[src/sv/tbr_pkg.sv]
// ---------------------------------------------------------------------------
// tbr_pkg
// shared types and constants for the triangle bounding box rasterizer
// ---------------------------------------------------------------------------
package tbr_pkg;

    localparam int COORD_BITS = 12;
    localparam int MAX_DIM    = 1024;
    localparam int DIM_BITS   = 10;
    localparam int REG_BITS   = 11;
    localparam int AREA_BITS  = 27;
    localparam int IDX_BITS   = 20;
    localparam int COLOR_BITS = 32;

    localparam logic CMD_LOAD = 1'b0;
    localparam logic CMD_STEP = 1'b1;

    localparam logic REG_WIDTH  = 1'b0;
    localparam logic REG_HEIGHT = 1'b1;

    typedef logic signed [COORD_BITS-1:0] t_coord;
    typedef logic signed [COORD_BITS:0]   t_diff;
    typedef logic signed [AREA_BITS-1:0]  t_area;

    // one queued command from front to back
    typedef struct packed {
        logic                  cmd;
        logic                  busy;
        t_coord                x0;
        t_coord                y0;
        t_diff                 ax;
        t_diff                 ay;
        t_diff                 bx;
        t_diff                 by;
        t_area                 area;
        logic [DIM_BITS-1:0]   left;
        logic [DIM_BITS-1:0]   right;
        logic [DIM_BITS-1:0]   top;
        logic [DIM_BITS-1:0]   bottom;
        logic [COLOR_BITS-1:0] color;
    } t_cmd;

    function automatic logic [REG_BITS-1:0] sat_dim(input logic [REG_BITS-1:0] r);
        if (r > REG_BITS'(MAX_DIM)) begin
            return REG_BITS'(MAX_DIM);
        end
        return r;
    endfunction

endpackage

[src/sv/tbr_fifo.sv]
// ---------------------------------------------------------------------------
// tbr_fifo
// two entry command queue between front and back
// ---------------------------------------------------------------------------
module tbr_fifo (
    input  logic          i_clk,
    input  logic          i_rst_n,
    input  logic          i_valid,
    output logic          o_ready,
    input  tbr_pkg::t_cmd i_data,
    output logic          o_valid,
    input  logic          i_ready,
    output tbr_pkg::t_cmd o_data
);
    import tbr_pkg::*;

    t_cmd       r_mem [2];
    logic       r_wp, r_rp;
    logic [1:0] r_cnt;
    logic       push, pop;

    assign o_ready = r_cnt != 2'd2;
    assign o_valid = r_cnt != 2'd0;
    assign o_data  = r_mem[r_rp];
    assign push    = i_valid && o_ready;
    assign pop     = o_valid && i_ready;

    always_ff @(posedge i_clk) begin
        if (!i_rst_n) begin
            r_wp  <= 1'b0;
            r_rp  <= 1'b0;
            r_cnt <= 2'd0;
        end else begin
            if (push) begin
                r_wp <= !r_wp;
            end
            if (pop) begin
                r_rp <= !r_rp;
            end
            r_cnt <= r_cnt + 2'(push) - 2'(pop);
        end
        if (push) begin
            r_mem[r_wp] <= i_data;
        end
    end

endmodule

[config.mk]
export PLATFORM = sky130hd
export DESIGN_NAME = tbr_fifo
export DESIGN_NICKNAME = d
export VERILOG_FILES = /design/src/sv/tbr_pkg.sv /design/src/sv/tbr_fifo.sv
export SDC_FILE = /design/constraint.sdc
export NUM_CORES = 1
export LEC_CHECK = 0
export BUFFER_PORTS_ARGS = -buffer_cell sky130_fd_sc_hd__buf_2
export CAP_MARGIN = 20
export CORE_MARGIN = 10
export CORE_UTILIZATION = 34
export DETAILED_ROUTE_END_ITERATION = 10
export GPL_TIMING_DRIVEN = 0
export MAX_ROUTING_LAYER = met4
export PLACE_DENSITY_LB_ADDON = 0.2
export SLEW_MARGIN = 10
export SYNTH_ARGS = -nofsm -noshare
export SYNTH_HDL_FRONTEND = slang
export SYNTH_SLANG_ARGS = --single-unit
[constraint.sdc]
create_clock -name i_clk -period 7.08 [get_ports i_clk]
set_input_delay 1.416 -clock i_clk [delete_from_list [all_inputs] [get_ports i_clk]]
set_output_delay 1.416 -clock i_clk [all_outputs]
set_load 0.01 [all_outputs]
### Word level (Yosys, flattened, before mapping)

Memories as Yosys holds them, arrays and structs flattened. A register that Yosys moved wholly into a read port is not among the register bits.
Cells that the tools add are included.

* memories kept: 1
* bits of input ports: 181
* output and inout port bits: 179
* word-level logic and storage cells: 16
* bits in registers: 4
* bits in writable memories: 354

Memory list
* r_mem: depth 2, bits a word 177, rd ports 1, clocked after memory_dff 1, wr ports 1, line tbr_fifo.sv:17 `t_cmd r_mem [2];`

* reductions and logical operators: 5
* equality and inequality tests: 1
* muxes and demuxes: 4
* add/sub/neg operators: 2

Operators by type and width (number)
* $mux W1: 4
* $add A2 B1 Y2: 1
* $logic_and A1 B1 Y1: 2
* $logic_not A1 Y1: 2
* $ne A2 B2 Y1 const B: 1
* $reduce_bool A2 Y1: 1
* $sub A2 B1 Y2: 1

### Depth between registers and ports, before layout

* depth after elaboration: 4
* depth in mapped cells: 6
* depth with buffers taken out: 6

### Least setup slack after synthesis

OpenSTA, ideal clock, no wires.

* kind: input to register
* start point: input i_valid
* end point: memory r_mem[1][0] (netlist name) (enable)
* required time: 6520 ps
* data arrival time: 5517 ps
* slack: 1004 ps
* setup time: 560 ps
* stages: 1
* path buffers: 0
* cells stage by stage: and3_1

* word-level cells in the longest chain between the ends: 3

RTL lines
* start: declaration: line tbr_fifo.sv:8 `input logic i_valid,`
* $logic_and A1 B1 Y1: line tbr_fifo.sv:25 `assign push = i_valid && o_ready;`
* $mux W1: line tbr_fifo.sv:42 `if (push) begin`
* $mux W1 (implied by the code): line tbr_fifo.sv:43 `r_mem[r_wp] <= i_data;`
* end: declaration: line tbr_fifo.sv:17

Every way passes these cells.

==> impl_metrics.csv <==
group,metric,value,unit
status,status,"completed",
die,dieArea,48200,um^2
timing,finalMaxSlewViolations,0,
cts,hold_buffers,0,
placement,portBuffers,359,
die,die_w,220,um
route,drc,0,
placement,dp_hpwl,22000,um
finish,fin_cells,1550,
timing,fin_setup_tns,0,ns
global_route,grt_max_degree,99,
global_route,grt_pass1_vias,7191,
synth,synthMostInstantiatedCell,"edfxtp_1",
timing,final.min_clock_period,3.35,ns
cts,clk_latency,0.54,ns
cts,post_cts_buffers,0,
finish,post-route-util,0.439,
synth,syn_area_per_cell,23.3,um^2
route,wl,31300,um
die,core_area,39500,um^2
cts,ctsHtreeMaxLevel,2,
cts,clk_pin_slew,0.06,ns
synth,synth-async-reset-ratio,0,
synth,synth_area_leaders,"edfxtp_1, mux2_4, mux2_2",
synth,synth-edff-count,354,
timing,hold_slack,0.511,ns
synth,syn-num-nets,763,
critical_path,endpoint_kind,"output pin",
timing,post-route-period-util,0.473,
route,drtIter0Drc,291,
finish,final_cell_area,17400,um^2
critical_path,required,5.66,ns
timing,worstMarginPinSlew,0.865,ns
synth,syn_inst,581,
die,initial_core_util,0.342,
synth,synth-seq-cells,359,
pwr,p_leak,6.69,nW
synth,synth_top_flop_cell,"edfxtp_1",
placement,place_inst,1469,
timing,max-slew-margin-rel,0.423,
die,die_h,220,um
cts,clk_path_buf_depth,3,
global_route,antenna_found_initial,7,
die,num_io_pins,360,
synth,ys_types,25,
critical_path,critPathLaunchType,"flip-flop",
placement,place_area,16100,um^2
critical_path,worstPathMaxFanout,10,
timing,clock.fmax,299,MHz
worst_hold_path,min_path_type,"flip-flop to flip-flop",
synth,synth_top_cell_by_area,"edfxtp_1",
cts,clockRootBuffer,"clkbuf_16",
global_route,grt_overflow,0,
synth,synthTopCellsByCount,"edfxtp_1, mux2_4, mux2_2",
finish,nNetsFinal,1169,
timing,finalSetupViolations,0,
timing,fin_skew,0.0122,ns
pwr,peakVddDrop,0.225,mV
critical_path,worstSetupPathType,"flip-flop to output pin",
finish,drive_above_1_share,0.614,
cts,cts_made_buffers,41,
route,routedWlPerCell,20.2,um
timing,hold_viol_final,0,
route,vias,6770,
timing,rsz0062_at_grt,"false",
global_route,grt_pass1_wl,44500,um
placement,place_congestion,0.690,
cts,cts_resized,0,
flow_run,drv_cap,0,
critical_path,crit_arrival,1.93,ns
synth,netlist.area_leader.share,0.785,
cts,cts_tree,"yes",
route,antenna_left,0,
pwr,cellPowerDensity,340,nW/um^2
global_route,grtUsageTotal,0.128,
synth,syn_area,13500,um^2
finish,syn2layout_area_growth,28.4,%
route,first_pass_iters,4,
synth,seq_area_frac_synth,0.793,
cts,numClockSinks,359,
synth,ys_warn_count,0,
route,viasPerCell,4.37,
die,num_rows,73,
cells by family (layout without fill, tap and decap cells):
family,count (synthesis),after routing,share of synthesized area
AOI/OAI and AO/OA,6,6,0.00324
xor gates and xnor gates,1,1,0.000647
adders and majority gates,1,1,0.000924
buffers and inverters,22,457,0.0153
DFF,359,359,0.793
muxes,177,177,0.181
other,0,9,0
and+or+nand+nor,15,15,0.00656
layer usage:
metal,part of all wire,wire length (um),GRT usage,vias up
met5,0,0,-,-
met2,0.49,15300,0.207,239
li1,-,-,-,3163
met1,0.40,12400,0.144,3315
met4,0.022,697,0.0471,0
met3,0.093,2920,0.0473,53
cell type report:
cell class,count,area [um^2]
buffer,20,200
timing repair buffer,363,1910
sequential,359,10700
inverter,2,15.0
multi-input combinational,200,2600
fill,3540,22200
antenna,9,22.5
tap,525,657
clock buffer,47,1050
clock inverter,25,198
where the power goes:
group          internal, mW  switching [mW]  leakage, nW
sequential             2.58          0.0458         3.35
combinational         0.643           0.666         2.71
clock                  1.17           0.801        0.622
state kept, by name (all words and copies together) (netlist names), named ones only:
signal and cells:
r_mem 354, r_rp 1, r_wp 1, r_cnt 2
stage by stage:
stage	setup WS [ns]	total power, mW
after global routing	3.61	6.18
after CTS	3.63	6.03
final	3.73	5.90
after floorplan	1.00	3.53
after detailed placement	3.77	4.02
after global placement	-2.07	4.06
worst paths after layout:
path,startpoint,endpoint,slack [ns],cells after the start
setup / recovery,flip-flop,o_data[118],3.73,5
hold / removal,r_rp,flip-flop,0.51,2
setup reg to reg,r_cnt[0],r_mem[0][136],4.90,4
hold reg to reg,r_rp,flip-flop,0.51,2
layout by cell type, fill, tap and decap left out, types with 2 or more instances in the layout:
cell       count
clkbuf_1       6
buf_16         4
edfxtp_1     354
clkinv_2      12
mux2_2        57
o21ai_0        2
buf_6         16
mux2_4       120
clkinv_1       8
nor2_1         4
bufinv_16      3
buf_2        363
clkbuf_16     41
diode_2        9
dfxtp_1        5
clkinv_4       2
critical path: stages, from the launching register on:
cell and delay, ns:
dfxtp_1 0.32, buf_6 0.12, buf_6 0.21, buf_6 0.22, mux2_4 0.33, buf_2 0.16
Note: power is estimated with default switching activity, not from simulation.
