File: config.mk
export PLATFORM = sky130hd
export DESIGN_NAME = tbr_back
export DESIGN_NICKNAME = d
export VERILOG_FILES = /design/src/sv/tbr_pkg.sv /design/src/sv/tbr_back.sv
export SDC_FILE = /design/constraint.sdc
export NUM_CORES = 2
export LEC_CHECK = 0
export ABC_AREA = 1
export BUFFER_PORTS_ARGS = -buffer_cell sky130_fd_sc_hd__buf_2
export CELL_PAD_IN_SITES_DETAIL_PLACEMENT = 1
export CELL_PAD_IN_SITES_GLOBAL_PLACEMENT = 1
export CORE_MARGIN = 5
export CORE_UTILIZATION = 53
export CTS_CLUSTER_DIAMETER = 120
export DETAILED_ROUTE_END_ITERATION = 7
export PLACE_DENSITY_LB_ADDON = 0.12
export SETUP_SLACK_MARGIN = 0.5
export SYNTH_ARGS = -nofsm -noshare
export SYNTH_HDL_FRONTEND = slang
export SYNTH_SLANG_ARGS = --single-unit
File: constraint.sdc
create_clock -name i_clk -period 28.8 [get_ports i_clk]
set_input_delay 4.32 -clock i_clk [delete_from_list [all_inputs] [get_ports i_clk]]
set_output_delay 4.32 -clock i_clk [all_outputs]
set_load 0.02 [all_outputs]
File: src/sv/tbr_pkg.sv
// ---------------------------------------------------------------------------
// tbr_pkg
// shared types and constants for the triangle bounding box rasterizer
// ---------------------------------------------------------------------------
package tbr_pkg;

    localparam int COORD_BITS = 12;
    localparam int MAX_DIM    = 1024;
    localparam int DIM_BITS   = 10;
    localparam int REG_BITS   = 11;
    localparam int AREA_BITS  = 27;
    localparam int IDX_BITS   = 20;
    localparam int COLOR_BITS = 32;

    localparam logic CMD_LOAD = 1'b0;
    localparam logic CMD_STEP = 1'b1;

    localparam logic REG_WIDTH  = 1'b0;
    localparam logic REG_HEIGHT = 1'b1;

    typedef logic signed [COORD_BITS-1:0] t_coord;
    typedef logic signed [COORD_BITS:0]   t_diff;
    typedef logic signed [AREA_BITS-1:0]  t_area;

    // one queued command from front to back
    typedef struct packed {
        logic                  cmd;
        logic                  busy;
        t_coord                x0;
        t_coord                y0;
        t_diff                 ax;
        t_diff                 ay;
        t_diff                 bx;
        t_diff                 by;
        t_area                 area;
        logic [DIM_BITS-1:0]   left;
        logic [DIM_BITS-1:0]   right;
        logic [DIM_BITS-1:0]   top;
        logic [DIM_BITS-1:0]   bottom;
        logic [COLOR_BITS-1:0] color;
    } t_cmd;

    function automatic logic [REG_BITS-1:0] sat_dim(input logic [REG_BITS-1:0] r);
        if (r > REG_BITS'(MAX_DIM)) begin
            return REG_BITS'(MAX_DIM);
        end
        return r;
    endfunction

endpackage

File: src/sv/tbr_back.sv
// ---------------------------------------------------------------------------
// tbr_back
// holds the active triangle, walks the box and tests coverage per pixel
// ---------------------------------------------------------------------------
module tbr_back (
    input  logic                         i_clk,
    input  logic                         i_rst_n,
    input  logic                         i_valid,
    output logic                         o_ready,
    input  tbr_pkg::t_cmd                i_cmd,
    input  logic [tbr_pkg::REG_BITS-1:0] i_width,
    output logic                         o_valid,
    input  logic                         i_ready,
    output logic [9:0]                   o_pixel_x,
    output logic [9:0]                   o_pixel_y,
    output logic [19:0]                  o_fb_index,
    output logic                         o_covered,
    output logic [31:0]                  o_pixel_color,
    output logic                         o_last,
    output logic                         o_idle
);
    import tbr_pkg::*;

    t_cmd                r_tri;
    logic                r_busy;
    logic [DIM_BITS-1:0] r_col, r_row;
    logic                r_valid;
    logic [9:0]          r_px, r_py;
    logic [19:0]         r_fb;
    logic                r_cov, r_last, r_idle;
    logic [31:0]         r_color;
    logic                take, step, fin;
    t_diff               cx, cy;
    t_area               u1, u2, u0;
    logic                cov;
    logic [IDX_BITS-1:0] fb;

    assign o_ready = !r_valid || i_ready;
    assign take    = i_valid && o_ready;
    assign step    = take && i_cmd.cmd == CMD_STEP;
    assign fin     = r_col == r_tri.right && r_row == r_tri.bottom;

    always_comb begin
        cx = t_diff'(r_tri.x0) - t_diff'({1'b0, r_col});
        cy = t_diff'(r_tri.y0) - t_diff'({1'b0, r_row});
        u1 = t_area'(r_tri.bx) * t_area'(cy) - t_area'(cx) * t_area'(r_tri.by);
        u2 = t_area'(cx) * t_area'(r_tri.ay) - t_area'(r_tri.ax) * t_area'(cy);
        u0 = r_tri.area - u1 - u2;
        if (r_tri.area > 0) begin
            cov = u1 > 0 && u2 > 0 && u0 > 0;
        end else if (r_tri.area < 0) begin
            cov = u1 < 0 && u2 < 0 && u0 < 0;
        end else begin
            cov = 1'b0;
        end
        fb = IDX_BITS'(r_row) * IDX_BITS'(sat_dim(i_width)) + IDX_BITS'(r_col);
    end

    always_ff @(posedge i_clk) begin
        if (!i_rst_n) begin
            r_busy  <= 1'b0;
            r_valid <= 1'b0;
        end else begin
            if (o_ready) begin
                r_valid <= step;
            end
            if (take && i_cmd.cmd == CMD_LOAD) begin
                r_busy <= i_cmd.busy;
            end else if (step && r_busy && fin) begin
                r_busy <= 1'b0;
            end
        end
        if (take && i_cmd.cmd == CMD_LOAD) begin
            r_tri <= i_cmd;
            r_col <= i_cmd.left;
            r_row <= i_cmd.top;
        end else if (step && r_busy && !fin) begin
            if (r_col == r_tri.right) begin
                r_col <= r_tri.left;
                r_row <= r_row + 1'b1;
            end else begin
                r_col <= r_col + 1'b1;
            end
        end
        if (step) begin
            r_px    <= r_busy ? r_col : '0;
            r_py    <= r_busy ? r_row : '0;
            r_fb    <= r_busy ? fb : '0;
            r_cov   <= r_busy && cov;
            r_color <= r_busy ? r_tri.color : '0;
            r_last  <= r_busy && fin;
            r_idle  <= !r_busy;
        end
    end

    assign o_valid       = r_valid;
    assign o_pixel_x     = r_px;
    assign o_pixel_y     = r_py;
    assign o_fb_index    = r_fb;
    assign o_covered     = r_cov;
    assign o_pixel_color = r_color;
    assign o_last        = r_last;
    assign o_idle        = r_idle;

endmodule
Word level (Yosys, flattened, before mapping)
Index checks and enable logic that the tools add are counted.

Add/sub/neg operators: 9. Multiply operators: 5. Div/mod/pow operators: 0. Magnitude comparators: 9. Eq/ne operators: 2. Shifts and indexed selects: 0. Muxes and demuxes: 13. Bitwise logic cells: 1. Reductions and logical operators: 21.

Operators with widths (number): 27-bit by 1-bit greater-than comparator with 1-bit output, second input constant (4); 27-bit by 1-bit < comparator with 1-bit output, second input constant (4); 13-bit by 13-bit multiplier with 26-bit output (4); 10-bit 2-to-1 mux (6); 26-bit by 26-bit subtractor with 27-bit output (2); 27-bit subtractor (2); 12-bit by 11-bit subtractor with 13-bit output (2); 11-bit 2-to-1 mux (2); 10-bit by 1-bit adder with 10-bit output, second input constant (2); 20-bit by 10-bit adder with 20-bit output (1); 10-bit == test (2); 10-bit by 11-bit multiplier with 20-bit output (1); 1-bit logical AND (13); 11-bit greater-than comparator, second input constant (1); 2-bit nonzero test (3); 1-bit 2-to-1 mux (5); 1-bit zero test (3); 2-bit AND reduction (1); 1-bit logical OR (1); 1-bit NOT (1).

Register bits: 262. Latch bits: 0. RAM bits: 0. ROM bits: 0. Input bits: 192. Output and inout bits: 77. Logic and storage cells: 82. Memories: 0.

Longest topological paths before layout
Word-level depth: 10. Mapped depth: 63. Mapped depth without buffers: 61.

Worst setup path before layout
No wires, ideal clock.

Kind: input-to-reg. Start: input port i_ready. End: register r_row[0], data pin. Library setup time: 485 ps. Arrival: 9801 ps. Data required time: 28315 ps. Path slack: 18514 ps. Stages on the path: 6. Path buffers: 1. Path through: inv_1 nand2_1 nand2_1 nor2_1 clkbuf_1 o21ai_0.

Word-level cells in the longest chain between the ends: 4.

RTL lines: start, declared (RTL line tbr_back.sv:13) `input logic i_ready,`; 1-bit logical OR (RTL line tbr_back.sv:38) `assign o_ready = !r_valid || i_ready;`; via o_ready (RTL line tbr_back.sv:9) `output logic o_ready,`; 1-bit logical AND (RTL line tbr_back.sv:39) `assign take = i_valid && o_ready;`; 1-bit logical AND (RTL line tbr_back.sv:73) `if (take && i_cmd.cmd == CMD_LOAD) begin`; 10-bit 2-to-1 mux (RTL line tbr_back.sv:73); end signal, assigned (RTL line tbr_back.sv:76) `r_row <= i_cmd.top;`; end signal, assigned (RTL line tbr_back.sv:80) `r_row <= r_row + 1'b1;`; end, declared (RTL line tbr_back.sv:26) `logic [DIM_BITS-1:0] r_col, r_row;`.

The timed path passes the listed nets, and every way through them passes these cells. A chain may end at the register's enable or synchronous reset.

Worst setup path in the final report
Start: register r_col[3]. End: register r_cov, in the netlist o_covered, data pin.

Word-level cells in the longest chain between the ends: 10. Elaborated cells on any way between the ends: 20. Those cells by class: add/sub: 5; mul: 2; order compare: 6; mux: 2; reduce/logical: 5.

RTL lines: start, declared (RTL line tbr_back.sv:26); start signal, assigned (RTL line tbr_back.sv:75) `r_col <= i_cmd.left;`; start signal, assigned (RTL line tbr_back.sv:79) `r_col <= r_tri.left;`; start signal, assigned (RTL line tbr_back.sv:82) `r_col <= r_col + 1'b1;`; 12-bit by 11-bit subtractor with 13-bit output * (RTL line tbr_back.sv:44) `cx = t_diff'(r_tri.x0) - t_diff'({1'b0, r_col});`; 13-bit by 13-bit multiplier with 26-bit output (RTL line tbr_back.sv:46) `u1 = t_area'(r_tri.bx) * t_area'(cy) - t_area'(cx) * t_area'(r_tri.by);`; 26-bit by 26-bit subtractor with 27-bit output (RTL line tbr_back.sv:46); 27-bit subtractor (2 in a row) (RTL line tbr_back.sv:48) `u0 = r_tri.area - u1 - u2;`; 27-bit by 1-bit < comparator with 1-bit output (RTL line tbr_back.sv:52) `cov = u1 < 0 && u2 < 0 && u0 < 0;`; 1-bit logical AND (RTL line tbr_back.sv:52); 1-bit 2-to-1 mux (RTL line tbr_back.sv:51) `end else if (r_tri.area < 0) begin`; 1-bit 2-to-1 mux * (RTL line tbr_back.sv:49) `if (r_tri.area > 0) begin`; 1-bit logical AND * (RTL line tbr_back.sv:89) `r_cov <= r_busy && cov;`; end signal, assigned (RTL line tbr_back.sv:89); end, declared (RTL line tbr_back.sv:30) `logic r_cov, r_last, r_idle;`.

Every way passes the cells marked *; elsewhere a longest branch is shown, timed or not.

==> key figures <==
Synthesis
  – Synth Net Count: about 6700
  – Register area share after synthesis: 17.36%
  – Syn. warnings: 0
  – #FFs+latches synth: approximately 260
  – Post-Syn Area: 45200 sq um
  – Avg Cell Area, Syn: 8.641 sq um
  – Post-Syn Instances: 5231
  – Post-synth cell types: 46

Die
  – Core footprint: between 80000 and 90000 sq um
  – Initial Utilization: 53.25%
  – Chip width: between 300 and 400 microns
  – I/O Pins: roughly 270
  – Die Y-Extent: 302.0 microns
  – DIE AREA: 91230 sq um
  – Std cell rows: 107

Layout
  – Commonest non-fill, non-tap cell in the layout: inv_1
  – Share of post-route cells with drive strength above 1: between 7 and 8%
  – Nets: a little under 7000
  – Most frequent cells in the layout: 1450 x inv_1, 1059 x nand2_1, 883 x fa_1
  – Synthesis-to-finish area growth: 7.820%

Placement
  – Gpl congestion: 0.9452
  – Input/output buffers: 268
  – HPWL Detailed: ~130 mm

Drt
  – Vias per inst: 5.397
  – Total wire length: 148.9 mm
  – Drc violations: 0
  – 1st-iter DRT viols: approximately 2200
  – Drt first pass iters: 6
  – Via Count: 35710
  – Routed len/inst: 22.50 microns
  – Post-route ant nets: 0

Clocking
  – # hold bufs at CTS: 0
  – Max Root-Sink Buffers: 3
  – Reg clk slew, reported paths: 0.06 ns
  – Post-cts sizing count: 0
  – Setup bufs post-CTS: 0
  – Clk sinks: about 260
  – CTS Buf Count: 34
  – H-tree Lvls: 2
  – Clock latency on the worst-skew pair: 0.62 ns
  – CTS tree: done
  – CTS Root Cell: clkbuf_16

STA
  – RSZ-0062 raised after global routing: false
  – Clock skew: 0.04819 ns
  – Fin Hold WS: between 0.5 and 0.6 ns
  – Max Slew Vio Count: 0
  – Final-report setup violation count: 0
  – Tightest Pin Transition: 1.131 ns
  – F_max: between 70 and 80 MHz
  – Tcrit/Tclk final: 43.85%
  – Slew HR: 24.55%
  – Setup TNS: 0 ns
  – Final Hold Vio Count: 0
  – Final worst path period need: 12.63 ns

GRT
  – GRT Util Overall: 33.55%
  – GRT overflow: 0
  – Initial antenna violation count: 4
  – Largest net degree at the start of global routing: 75
  – Number of global-route vias before repair: 41150
  – First-pass GRT wire length: 231.5 mm

Worst setup path
  – Critical path arrival: between 10 and 15 ns
  – CP peak stage delay: 1.03 ns
  – Critical-path top delay cell: nor2_1
  – CP endpoint kind: register
  – CP max FO: 19
  – Data required, critical path: 29.12 ns
  – Startpoint types: register
  – Critical path's most frequent cell: nand2_1
  – CP Class: reg -> reg

Outcome
  – Status: complete, no violations

Job
  – Max-cap violations: 0

Min path
  – Hold WC Path Type: reg -> reg
## cells in the mapped netlist (all sizes together)
library cell | instances | area [sq um]
a21boi | 1 | 7.510
a21o | 3 | 22.52
a21oi | 111 | 566.8
a31oi | 8 | 50.05
and2 | 2 | 12.51
buf | 21 | 147.6
clkbuf | 87 | 326.6
clkinv | 17 | 65.06
dfxtp | 2 | 40.04
edfxtp | 260 | 7807
fa | 883 | 17680
ha | 346 | 4329
inv | 1459 | 5477
nand2 | 1070 | 4059
nand3 | 130 | 650.6
nand3b | 11 | 82.58
nand4 | 45 | 287.8
nor2 | 554 | 2132
nor3 | 22 | 115.1
nor4 | 7 | 43.79
o2111ai | 2 | 17.52
o211ai | 1 | 7.510
o21a | 6 | 45.04
o21ai | 88 | 459.2
o21bai | 5 | 41.29
o31ai | 3 | 22.52
or2 | 21 | 131.4
or4 | 1 | 7.510
xnor2 | 31 | 271.5
xor2 | 34 | 297.8
## state kept, by name, summed over array words and instances, names as in the netlist
register       flops
r_row             10
o_idle             1
o_fb_index        20
r_tri            165
r_busy             1
o_pixel_x         10
r_col             10
o_valid            1
o_last             1
o_covered          1
o_pixel_color     32
o_pixel_y         10
## per-stage QoR
| step | worst slack [ns] | utilization, % | cells | area [sq um] |
|---|---|---|---|---|
| floorplan | 18.51 | - | 5231 | 45200 |
| global placement | 16.43 | 56.18 | 6556 | 47680 |
| detailed placement | 16.30 | 56.18 | 6556 | 47680 |
| CTS | 16.25 | 57.41 | 6616 | 48730 |
| global route | 15.39 | 57.41 | 6616 | 48730 |
| finish | 16.17 | 57.42 | 6617 | 48740 |
## critical path: cells and delay by family, from the launching register on
family | cells | cell delay (ns)
fa+ha+maj | 11 | 5.35
simple gates | 24 | 4.31
buf+inv | 9 | 1.82
flops | 1 | 0.59
compound gates | 2 | 0.28
## cell families after synthesis
logic type | share of synthesized area [%]
simple gates | 16.64
flops | 17.36
fa+ha+maj | 48.69
xor+xnor | 1.259
compound gates | 2.743
buf+inv | 13.31
## per-layer routing
layer  track usage [%]  vias to the layer above  routed length [microns]
li1                  -                    15740                        -
met1             39.50                    18290                    54900
met2             58.93                     1231                    74750
met3             4.931                      443                     8879
met4             19.09                        6                    10310
met5                 0                        -                       47
## path summary, 6_finish.rpt
check | from | to | slack, ns | depth (start not counted)
worst max register to register | r_col[3]$_DFFE_PP_ | o_covered$_DFFE_PP_ | 16.17 | 46
worst min register to register | r_tri[3]$_DFFE_PP_ | o_pixel_color[3]$_SDFFCE_PN0P_ | 0.51 | 2
worst max-delay path | r_col[3]$_DFFE_PP_ | o_covered$_DFFE_PP_ | 16.17 | 46
worst min-delay path | r_tri[3]$_DFFE_PP_ | o_pixel_color[3]$_SDFFCE_PN0P_ | 0.51 | 2
## layout make-up
class	instances	area, sq um
Antenna cell	1	2.502
Clock buffer	47	929.6
Clock inverter	13	122.6
Fill cell	10290	36140
Inverter	1476	5542
Multi-Input combinational cell	3385	31360
Sequential cell	262	7849
Tap cell	1144	1431
Timing Repair Buffer	289	1499
Power is not shown: default switching activity piles up to over one toggle a cycle in this logic, so the estimate is an artifact.
